## src/rtl/shc_pkg.sv

```systemverilog
// shared types, constants and helper functions for the solid harmonic evaluator
// depends on nothing; every other rtl file refers to it by scoped names
package shc_pkg;

  localparam int MAX_BUILT_DEGREE = 4;
  localparam int DEG_W = 3;
  localparam int SLOT_W = 4;
  localparam int FLAT_W = 6;
  localparam int VAL_W = 64;
  localparam int COORD_W = 32;
  localparam int CFG_DATA_W = 32;
  localparam int CFG_ADDR_W = 3;

  localparam logic [63:0] ONE_Q40 = 64'd1 << 40;
  localparam logic [63:0] VAL_MAX = 64'h7FFF_FFFF_FFFF_FFFF;
  localparam logic [63:0] VAL_MIN = 64'h8000_0000_0000_0000;

  typedef enum logic [2:0] {
    OP_MOV,
    OP_ADD,
    OP_SUB,
    OP_MUL,
    OP_DIV,
    OP_EMIT
  } op_t;

  typedef enum logic [3:0] {
    SRC_Z,
    SRC_X,
    SRC_Y,
    SRC_R2,
    SRC_T0,
    SRC_T1,
    SRC_T2,
    SRC_T3,
    SRC_POLD,
    SRC_PNEW,
    SRC_AV,
    SRC_BV,
    SRC_INT,
    SRC_INTQ,
    SRC_NORM
  } src_t;

  typedef enum logic [3:0] {
    DST_R2,
    DST_T0,
    DST_T1,
    DST_T2,
    DST_T3,
    DST_POLD,
    DST_PNEW,
    DST_AV,
    DST_BV
  } dst_t;

  typedef enum logic [1:0] {
    SH_0,
    SH_31,
    SH_40
  } shift_t;

  typedef struct packed {
    logic              start;
    op_t               op;
    src_t              src_a;
    logic [DEG_W-1:0]  idx_a;
    src_t              src_b;
    logic [DEG_W-1:0]  idx_b;
    dst_t              dst;
    logic [DEG_W-1:0]  idx_d;
    shift_t            shift;
    logic [3:0]        k;
    logic [DEG_W-1:0]  deg;
    logic [SLOT_W-1:0] slot;
    logic              last;
  } cmd_t;

  typedef struct packed {
    logic done;
    logic busy;
  } stat_t;

  // clamp a sign and magnitude to the signed 64-bit range
  function automatic logic [63:0] sat64(input logic neg, input logic [64:0] mag,
                                        input logic ovf);
    logic [63:0] res;
    if (!neg) begin
      if (ovf || mag > {1'b0, VAL_MAX}) res = VAL_MAX;
      else res = mag[63:0];
    end else begin
      if (ovf || mag >= {1'b0, VAL_MIN}) res = VAL_MIN;
      else res = (~mag[63:0]) + 64'd1;
    end
    return res;
  endfunction

  function automatic logic [63:0] mag64(input logic [63:0] v);
    return v[63] ? (~v) + 64'd1 : v;
  endfunction

  // q0.31 normalisation floor(sqrt(2^63 / ((l+m)!/(l-m)!))), elaboration only
  function automatic logic [31:0] norm_q31(input int l, input int m);
    logic [63:0]  p;
    logic [31:0]  s;
    logic [31:0]  cand;
    logic [127:0] sq;
    p = 64'd1;
    s = '0;
    if (m <= l) begin
      for (int k = l - m + 1; k <= l + m; k++) p = p * 64'(k);
      for (int b = 31; b >= 0; b--) begin
        cand = s | (32'd1 << b);
        sq = 128'(cand) * 128'(cand) * 128'(p);
        if (sq <= (128'd1 << 63)) s = cand;
      end
    end
    return s;
  endfunction

endpackage

```

## src/rtl/shc_ctrl.sv

```systemverilog
// controller: walks the recurrence over degree, order and slot, one command at a time
// depends on shc_pkg
module shc_ctrl #(
  parameter int MB = shc_pkg::MAX_BUILT_DEGREE
) (
  input  logic                       clk,
  input  logic                       rst,
  input  logic                       in_valid,
  output logic                       in_stall,
  input  logic [shc_pkg::DEG_W-1:0]  max_degree,
  input  shc_pkg::stat_t             stat,
  output shc_pkg::cmd_t              cmd
);

  typedef enum logic [4:0] {
    S_IDLE,
    S_R20, S_R21, S_R22, S_R23, S_R24,
    S_P0, S_P1, S_P2, S_P3, S_P4, S_P5, S_P6, S_P7,
    S_Q0, S_Q1, S_Q2, S_Q3, S_Q4, S_Q5, S_Q6, S_Q7, S_Q8, S_Q9,
    S_E0, S_E1, S_E2, S_E3
  } state_t;

  localparam logic [2:0] MB_D = 3'(MB);

  state_t     state;
  logic       wait_q;
  logic [2:0] l, m, top;
  logic [3:0] slot;

  logic [2:0] top_c, mm, lm1;
  logic [3:0] f, lpm1, two_l;

  always_comb begin
    top_c = (max_degree < MB_D) ? max_degree : MB_D;
    mm    = 3'((5'(slot) + 5'd1) >> 1);
    lm1   = l - 3'd1;
    f     = {l, 1'b0} - 4'd1;
    lpm1  = {1'b0, l} + {1'b0, m} - 4'd1;
    two_l = {l, 1'b0};
  end

  assign in_stall = (state != S_IDLE);

  always_comb begin
    cmd       = '0;
    cmd.start = (state != S_IDLE) && !wait_q;
    cmd.deg   = l;
    cmd.slot  = slot;
    case (state)
      S_R20: begin
        cmd.op = shc_pkg::OP_MUL; cmd.src_a = shc_pkg::SRC_X; cmd.src_b = shc_pkg::SRC_X;
        cmd.dst = shc_pkg::DST_T0; cmd.shift = shc_pkg::SH_40;
      end
      S_R21: begin
        cmd.op = shc_pkg::OP_MUL; cmd.src_a = shc_pkg::SRC_Y; cmd.src_b = shc_pkg::SRC_Y;
        cmd.dst = shc_pkg::DST_T1; cmd.shift = shc_pkg::SH_40;
      end
      S_R22: begin
        cmd.op = shc_pkg::OP_ADD; cmd.src_a = shc_pkg::SRC_T0; cmd.src_b = shc_pkg::SRC_T1;
        cmd.dst = shc_pkg::DST_T0;
      end
      S_R23: begin
        cmd.op = shc_pkg::OP_MUL; cmd.src_a = shc_pkg::SRC_Z; cmd.src_b = shc_pkg::SRC_Z;
        cmd.dst = shc_pkg::DST_T1; cmd.shift = shc_pkg::SH_40;
      end
      S_R24: begin
        cmd.op = shc_pkg::OP_ADD; cmd.src_a = shc_pkg::SRC_T0; cmd.src_b = shc_pkg::SRC_T1;
        cmd.dst = shc_pkg::DST_R2;
      end
      // one order of the legendre-like recurrence
      S_P0: begin
        cmd.op = shc_pkg::OP_MOV; cmd.src_a = shc_pkg::SRC_POLD; cmd.idx_a = m;
        cmd.dst = shc_pkg::DST_T2;
      end
      S_P1: begin
        cmd.op = shc_pkg::OP_MOV; cmd.src_a = shc_pkg::SRC_PNEW; cmd.idx_a = m;
        cmd.dst = shc_pkg::DST_POLD; cmd.idx_d = m;
      end
      S_P2: begin
        cmd.op = shc_pkg::OP_MUL; cmd.src_a = shc_pkg::SRC_Z; cmd.src_b = shc_pkg::SRC_POLD;
        cmd.idx_b = m; cmd.dst = shc_pkg::DST_T0; cmd.shift = shc_pkg::SH_40;
      end
      S_P3: begin
        cmd.op = shc_pkg::OP_MUL; cmd.src_a = shc_pkg::SRC_T0; cmd.src_b = shc_pkg::SRC_INT;
        cmd.k = f; cmd.dst = shc_pkg::DST_T0; cmd.shift = shc_pkg::SH_0;
      end
      S_P4: begin
        cmd.op = shc_pkg::OP_MUL; cmd.src_a = shc_pkg::SRC_R2; cmd.src_b = shc_pkg::SRC_T2;
        cmd.dst = shc_pkg::DST_T1; cmd.shift = shc_pkg::SH_40;
      end
      S_P5: begin
        cmd.op = shc_pkg::OP_MUL; cmd.src_a = shc_pkg::SRC_T1; cmd.src_b = shc_pkg::SRC_INT;
        cmd.k = lpm1; cmd.dst = shc_pkg::DST_T1; cmd.shift = shc_pkg::SH_0;
      end
      S_P6: begin
        cmd.op = shc_pkg::OP_SUB; cmd.src_a = shc_pkg::SRC_T0; cmd.src_b = shc_pkg::SRC_T1;
        cmd.dst = shc_pkg::DST_T0;
      end
      S_P7: begin
        cmd.op = shc_pkg::OP_DIV; cmd.src_a = shc_pkg::SRC_T0; cmd.k = {1'b0, l - m};
        cmd.dst = shc_pkg::DST_PNEW; cmd.idx_d = m;
      end
      // top two orders and the azimuthal pair
      S_Q0: begin
        cmd.op = shc_pkg::OP_MOV; cmd.src_a = shc_pkg::SRC_PNEW; cmd.idx_a = lm1;
        cmd.dst = shc_pkg::DST_POLD; cmd.idx_d = lm1;
      end
      S_Q1: begin
        cmd.op = shc_pkg::OP_MOV; cmd.src_a = shc_pkg::SRC_INTQ; cmd.k = f;
        cmd.dst = shc_pkg::DST_PNEW; cmd.idx_d = l;
      end
      S_Q2: begin
        cmd.op = shc_pkg::OP_MUL; cmd.src_a = shc_pkg::SRC_Z; cmd.src_b = shc_pkg::SRC_PNEW;
        cmd.idx_b = l; cmd.dst = shc_pkg::DST_PNEW; cmd.idx_d = lm1;
        cmd.shift = shc_pkg::SH_40;
      end
      S_Q3: begin
        cmd.op = shc_pkg::OP_MUL; cmd.src_a = shc_pkg::SRC_X; cmd.src_b = shc_pkg::SRC_AV;
        cmd.idx_b = lm1; cmd.dst = shc_pkg::DST_T0; cmd.shift = shc_pkg::SH_40;
      end
      S_Q4: begin
        cmd.op = shc_pkg::OP_MUL; cmd.src_a = shc_pkg::SRC_Y; cmd.src_b = shc_pkg::SRC_BV;
        cmd.idx_b = lm1; cmd.dst = shc_pkg::DST_T1; cmd.shift = shc_pkg::SH_40;
      end
      S_Q5: begin
        cmd.op = shc_pkg::OP_SUB; cmd.src_a = shc_pkg::SRC_T0; cmd.src_b = shc_pkg::SRC_T1;
        cmd.dst = shc_pkg::DST_T3;
      end
      S_Q6: begin
        cmd.op = shc_pkg::OP_MUL; cmd.src_a = shc_pkg::SRC_X; cmd.src_b = shc_pkg::SRC_BV;
        cmd.idx_b = lm1; cmd.dst = shc_pkg::DST_T0; cmd.shift = shc_pkg::SH_40;
      end
      S_Q7: begin
        cmd.op = shc_pkg::OP_MUL; cmd.src_a = shc_pkg::SRC_Y; cmd.src_b = shc_pkg::SRC_AV;
        cmd.idx_b = lm1; cmd.dst = shc_pkg::DST_T1; cmd.shift = shc_pkg::SH_40;
      end
      S_Q8: begin
        cmd.op = shc_pkg::OP_ADD; cmd.src_a = shc_pkg::SRC_T0; cmd.src_b = shc_pkg::SRC_T1;
        cmd.dst = shc_pkg::DST_BV; cmd.idx_d = l;
      end
      S_Q9: begin
        cmd.op = shc_pkg::OP_MOV; cmd.src_a = shc_pkg::SRC_T3;
        cmd.dst = shc_pkg::DST_AV; cmd.idx_d = l;
      end
      // shell output
      S_E0: begin
        cmd.op = shc_pkg::OP_EMIT; cmd.src_a = shc_pkg::SRC_PNEW; cmd.idx_a = 3'd0;
      end
      S_E1: begin
        cmd.op    = shc_pkg::OP_MUL;
        cmd.src_a = slot[0] ? shc_pkg::SRC_AV : shc_pkg::SRC_BV;
        cmd.idx_a = mm; cmd.src_b = shc_pkg::SRC_PNEW; cmd.idx_b = mm;
        cmd.dst = shc_pkg::DST_T0; cmd.shift = shc_pkg::SH_40;
      end
      S_E2: begin
        cmd.op = shc_pkg::OP_MUL; cmd.src_a = shc_pkg::SRC_T0; cmd.src_b = shc_pkg::SRC_NORM;
        cmd.idx_b = mm; cmd.dst = shc_pkg::DST_T0; cmd.shift = shc_pkg::SH_31;
      end
      S_E3: begin
        cmd.op = shc_pkg::OP_EMIT; cmd.src_a = shc_pkg::SRC_T0;
        cmd.last = (l == top) && (slot == two_l);
      end
      default: cmd.start = 1'b0;
    endcase
  end

  always_ff @(posedge clk) begin
    if (rst) begin
      state  <= S_IDLE;
      wait_q <= 1'b0;
      l      <= 3'd2;
      m      <= '0;
      top    <= '0;
      slot   <= '0;
    end else begin
      if (state == S_IDLE) begin
        wait_q <= 1'b0;
        if (in_valid) begin
          top <= top_c;
          l   <= 3'd2;
          m   <= '0;
          if (top_c >= 3'd2) state <= S_R20;
        end
      end else if (!wait_q) begin
        wait_q <= 1'b1;
      end else if (stat.done) begin
        wait_q <= 1'b0;
        case (state)
          S_R20: state <= S_R21;
          S_R21: state <= S_R22;
          S_R22: state <= S_R23;
          S_R23: state <= S_R24;
          S_R24: state <= S_P0;
          S_P0:  state <= S_P1;
          S_P1:  state <= S_P2;
          S_P2:  state <= S_P3;
          S_P3:  state <= S_P4;
          S_P4:  state <= S_P5;
          S_P5:  state <= S_P6;
          S_P6:  state <= S_P7;
          S_P7: begin
            if ({1'b0, m} + 4'd3 <= {1'b0, l}) begin
              m     <= m + 3'd1;
              state <= S_P0;
            end else begin
              state <= S_Q0;
            end
          end
          S_Q0: state <= S_Q1;
          S_Q1: state <= S_Q2;
          S_Q2: state <= S_Q3;
          S_Q3: state <= S_Q4;
          S_Q4: state <= S_Q5;
          S_Q5: state <= S_Q6;
          S_Q6: state <= S_Q7;
          S_Q7: state <= S_Q8;
          S_Q8: state <= S_Q9;
          S_Q9: begin
            slot  <= '0;
            state <= S_E0;
          end
          S_E0: begin
            slot  <= 4'd1;
            state <= S_E1;
          end
          S_E1: state <= S_E2;
          S_E2: state <= S_E3;
          S_E3: begin
            if (slot == two_l) begin
              if (l == top) begin
                state <= S_IDLE;
              end else begin
                l     <= l + 3'd1;
                m     <= '0;
                state <= S_P0;
              end
            end else begin
              slot  <= slot + 4'd1;
              state <= S_E1;
            end
          end
          default: state <= S_IDLE;
        endcase
      end
    end
  end

endmodule

```

## config.mk

```make
export PLATFORM = sky130hd
export DESIGN_NAME = shc_ctrl
export DESIGN_NICKNAME = d
export VERILOG_FILES = /design/src/rtl/shc_pkg.sv /design/src/rtl/shc_ctrl.sv
export SDC_FILE = /design/constraint.sdc
export NUM_CORES = 1
export LEC_CHECK = 0
export ABC_AREA = 1
export BUFFER_PORTS_ARGS = -buffer_cell sky130_fd_sc_hd__buf_2
export CAP_MARGIN = 0
export CORE_AREA = 2 2 91 93
export CTS_BUF_LIST = sky130_fd_sc_hd__clkbuf_8
export CTS_CLUSTER_SIZE = 10
export DETAILED_ROUTE_END_ITERATION = 10
export DIE_AREA = 0 0 93 95
export PLACE_DENSITY_LB_ADDON = 0.12
export SYNTH_ARGS = -nofsm -noshare
export SYNTH_HDL_FRONTEND = slang
export SYNTH_SLANG_ARGS = --single-unit
```

## constraint.sdc

```tcl
create_clock -name clk -period 3.3 [get_ports clk]
set_input_delay 0 -clock clk [delete_from_list [all_inputs] [get_ports clk]]
set_output_delay 0 -clock clk [all_outputs]
set_load 0.005 [all_outputs]
```

Yosys cells after proc, flatten, opt, wreduce, memory -nomap -nowiden --
Index checks and enable logic that the tools add are counted. W data, S select, Z words.
Word-level totals: bits in registers 19, bits of input ports 8
Operators by class: add/subtract/negate cells 10, $lt $le $gt $ge 3, equality and inequality tests 36, mux-type cells 40, bitwise gates (word level) 1, reduce and logical (&&, ||, !) cells 41
Operator list (count):
- $pmux W5 S27 | 1
- $pmux W7 S16 | 1
- $eq A5 B5 Y1 const B | 12
- $mux W3 | 16
- $eq A5 B4 Y1 const B | 8
- $pmux W4 S10 | 1
- $pmux W4 S8 | 1
- $mux W5 | 6
- $reduce_or A27 Y1 | 1
- $reduce_or A2 Y1 | 13
- $pmux W4 S3 | 2
- $eq A5 B3 Y1 const B | 4
- $pmux W3 S3 | 2
- $reduce_or A3 Y1 | 6
- $pmux W3 S4 | 1
- $reduce_or A11 Y1 | 1
- $eq A5 B2 Y1 const B | 2
- $ne A3 B3 Y1 const B | 3
- $reduce_or A9 Y1 | 1
- $add A4 B1 Y4 const B | 2
- $mux W4 | 2
- $reduce_bool A2 Y1 | 4
- $sub A4 B1 Y4 const B | 2
- $reduce_and A7 Y1 | 1
- 29 further kinds | 38

Depth between registers and ports, before layout --
word-level depth 7, gate-level depth with buffers 13

Worst setup path after synthesis --
OpenSTA, ideal clock, no wires.
kind reg2reg, start point register m[0], end point register m[1], arrival 1743 ps, path slack 1445 ps, stages on the path, launching flop included 14, path buffers 0, cell sequence dfxtp_1 > inv_1 > ha_1 > inv_1 > ha_1 > inv_1 > o21bai_1 > nand3_1 > nand2_1 > nand3_1 > nand3_2 > nand2_1 > nand2_1 > nor2_1
Between the ends: cells in the longest elaborated chain, start to end 6, elaborated cells between the ends (all ways) 10, classes of those cells 2 x add/sub; 1 x order compare; 1 x eq/ne; 5 x mux; 1 x reduce/logical
Ends and longest elaborated chain:
- from (decl) | RTL line shc_ctrl.sv:27 | logic [2:0] l, m, top;
- from (signal assigned) | RTL line shc_ctrl.sv:203 | m <= m + 3'd1;
- parallel branches: the longest is 6 deep, another holds $add A3 B2 Y4
Several ways; the timed one is not identified. The select of a mux whose other input is x is not followed. A chain may end at the register's enable or synchronous reset.

==> qor.yml <==
clocking:
  cts_buffers: 3
  ctsHtreeMaxLevel: 1
  clock_path_buffers: 2
  clock-sinks: 19
  cts.repair_timing.setup_buffer_count: 0
  tritoncts: "built"
  cts.root.buffer_cell: "sky130_fd_sc_hd__clkbuf_8"
  holdBufCountCts: 3
  cts.repair.resized: 0
  worst_skew_late_latency_ns: 0.26
  worst_setup_hold_path_clk_slew_ns: 0.07
routing:
  routed_via_density: 4.955
  dr_wl_met2_um: 3551
  detailedRoute.firstIterationViolations: 195
  top_layer: "met4"
  routed-via-count: 2641
  drt-met1-wl_um: 3941
  postRouteWirelength_um: 7978
  first_pass_iteration_count_of_the_detailed_router: 4
  route.met3.wl_um: 415
  detail-route-antenna-nets: 0
  post-route-drc-count: 0
  routed_wire_length_per_instance_um: 14.97
sta:
  timing.final.max_slew_violations: 0
  timing.final.ws_setup_ns: 0.8070
  rsz0062_at_grt: "false"
  finalClockSkew_ns: 0.001245
  worst_margin_pin_slew_ns: 0.4983
  finalSetupViolCount: 0
  maxClockFrequency_mhz: 401.1
  timing.max_slew.rel_slack: 0.6674
  timing.final.hold_violations: 0
  finalSetupTns_ns: 0
  period_needed_ns: 2.493
  finalCritPeriodShare: 0.7554
worst_setup_path:
  critPathKind: "reg -> out"
  setup.worst_path.start_class: "flop"
  end_kind: "output pin"
  crit_arrival_ns: 2.49
  crit_path_max_fanout: 12
  worst-endpoint-required_ns: 3.30
grt:
  first_pass_grt_wire_length_um: 13040
  grt_max_degree: 17
  number_of_antenna_violations_at_the_first_check_in_global_routing: 0
  grt_remaining_overflow: 0
  grt_pass1_vias: 2529
  globalRouteTotalUtil: 0.1887
yosys:
  count_of_flip_flops_with_a_built_in_enable_after_synthesis: 0
  post_synth_inst_count: 384
  netlist.area_leader.share: 0.1722
  synth_flop_cell: "sky130_fd_sc_hd__dfxtp_1"
  yosysSeqAreaShare: 0.1662
  netlist.top_cell.by_area: "sky130_fd_sc_hd__nand2_1"
  synth_compound_area_frac: 0.1372
  synth_xor_xnor_area_share: 0.04210
  largest_family_of_logic_cells_by_synthesized_area: "simple AND/OR/NAND/NOR gates"
  number_of_nets_in_the_synthesized_netlist: 407
  synth_cell_types: 32
  synthMuxAreaShare: 0
  post_synth_and_or_nand_nor_area_fraction: 0.4522
  ys_seq_elements: 19
  netlist_top_cells_count: "sky130_fd_sc_hd__nand2_1 (105), sky130_fd_sc_hd__inv_1 (50), sky130_fd_sc_hd__nor2_1 (32)"
  synth.avg_cell_area_um2: 5.959
  post_synth_fa_ha_maj_area_fraction: 0.08857
  async_flop_share: 0
  netlist_top_cells_area: "sky130_fd_sc_hd__nand2_1 (17%), sky130_fd_sc_hd__dfxtp_1 (17%), sky130_fd_sc_hd__inv_1 (8.2%)"
  synth.cell_area_um2: 2288
  synthesis.yosys.warnings: 0
  yosys.cell_count.top_type: "sky130_fd_sc_hd__nand2_1"
place:
  place.detailed.hpwl_um: 6484
  io_buffer_count: 46
  placement.setup.worst_slack_ns: 1.105
  globalplace.congestion: 0.8977
  dp_cells: 526
final_layout:
  layout-area-overhead-vs-synth_pct: 17.06
  fillCellCount: 942
  finish.cell_count_without_fillers: 533
  design.final.nets: 452
  drive_above_1_share: 0.1869
  num_antenna_cells: 0
die:
  initial_utilization: 0.2887
  floorplan.die_area_um2: 8835
  dieWidth_um: 93
  io_pins: 48
  floorplan.core_area_um2: 7928
  die_height_um: 95
  floorplan_row_count: 33
pwr:
  totalPowerFinal_mw: 0.6781
  ir_worst_vdd_uv: 193.7
  cellLeakagePower_nw: 1.476
  power_density_nw_per_um2: 253.1
flow_run:
  max-cap-violations: 0
run_status:
  status: "completed"
min_path:
  timing.hold.worst.class: "in -> reg"
[layer usage]
| metal | track usage | up-vias |
|---|---|---|
| met5 | 0 | - |
| met4 | 0.05760 | 0 |
| li1 | - | 1350 |
| met2 | 0.2977 | 74 |
| met3 | 0.01995 | 5 |
| met1 | 0.2701 | 1212 |
[placed cells by master (no fill, tap or decap), types with 2 or more instances in the layout]
master,instances
sky130_fd_sc_hd__nand2_2,9
sky130_fd_sc_hd__clkbuf_8,3
sky130_fd_sc_hd__xor2_1,3
sky130_fd_sc_hd__dlygate4sd3_1,3
sky130_fd_sc_hd__o22ai_1,5
sky130_fd_sc_hd__nand3b_1,4
sky130_fd_sc_hd__ha_1,13
sky130_fd_sc_hd__nor2_2,5
sky130_fd_sc_hd__nand3_2,4
sky130_fd_sc_hd__nor3_1,11
sky130_fd_sc_hd__o21ai_0,14
sky130_fd_sc_hd__nand3_1,27
sky130_fd_sc_hd__o21ai_1,3
sky130_fd_sc_hd__nor2_1,32
sky130_fd_sc_hd__o221ai_1,2
sky130_fd_sc_hd__xnor2_1,8
sky130_fd_sc_hd__dfxtp_1,19
sky130_fd_sc_hd__inv_1,51
sky130_fd_sc_hd__buf_2,46
sky130_fd_sc_hd__nand2_4,3
sky130_fd_sc_hd__o211ai_1,4
sky130_fd_sc_hd__inv_2,5
sky130_fd_sc_hd__nand4_1,15
sky130_fd_sc_hd__fa_1,2
sky130_fd_sc_hd__nor2_4,4
sky130_fd_sc_hd__a21oi_1,22
sky130_fd_sc_hd__nand2_1,105
[kinds of logic (layout without fill, tap and decap cells)]
kind of cell               after synthesis  in the layout
xor gates and xnor gates                11             11
DFF                                     19             19
adders and majority gates               15             15
buffers and inverters                   65            109
AOI/OAI and AO/OA                       55             55
and+or+nand+nor                        219            219
[through the flow]
stage / hold slack, ns / util / instance area (µm²)
after global routing: 0.05307 / 0.3379 / 2679
after detailed placement: 0.2227 / 0.3284 / 2604
after floorplan: 0.06907 / - / 2288
after global placement: 0.2296 / 0.3284 / 2604
after CTS: 0.02975 / 0.3379 / 2679
final: 0.03813 / 0.3379 / 2679
[flip-flops by register name (all words and copies together), names as in the netlist]
signal  cells
state       5
slot        4
l           3
m           3
top         3
wait_q      1
[power breakdown]
group	internal (mW)	switching [mW]
combinational	0.0935	0.154
clock	0.0829	0.0803
sequential	0.241	0.0261
[final timing paths]
| kind | startpoint | endpoint | slack, ns | cells after the start |
|---|---|---|---|---|
| worst max-delay path | state[0] | cmd[38] | 0.81 | 10 |
| worst min-delay path | max_degree[2] | top[0] | 0.04 | 4 |
| worst max register to register | m[0] | m[1] | 1.08 | 13 |
| worst min register to register | top[0] | top[0] | 0.48 | 2 |
[area by class of cell]
type | instances | area, µm² | share of cell area
Sequential cell | 19 | 380.4 | 0.1420
Inverter | 55 | 206.4 | 0.07707
Timing Repair Buffer | 50 | 267.8 | 0.09995
Multi-Input combinational cell | 300 | 1648 | 0.6151
Clock buffer | 3 | 41.29 | 0.01541
Clock inverter | 1 | 3.754 | 0.001401
Tap cell | 105 | 131.4 | 0.04904
[critical path, cell delays in order, from the launching register on]
cell	delay (ns)
sky130_fd_sc_hd__dfxtp_1	0.62
sky130_fd_sc_hd__inv_1	0.22
sky130_fd_sc_hd__nand2_1	0.23
sky130_fd_sc_hd__inv_1	0.14
sky130_fd_sc_hd__nand3_1	0.11
sky130_fd_sc_hd__nand2_1	0.06
sky130_fd_sc_hd__nor3_1	0.34
sky130_fd_sc_hd__nand4_1	0.21
sky130_fd_sc_hd__nand3b_1	0.13
sky130_fd_sc_hd__inv_1	0.05
sky130_fd_sc_hd__buf_2	0.12
(Power assumes the default switching activity.)
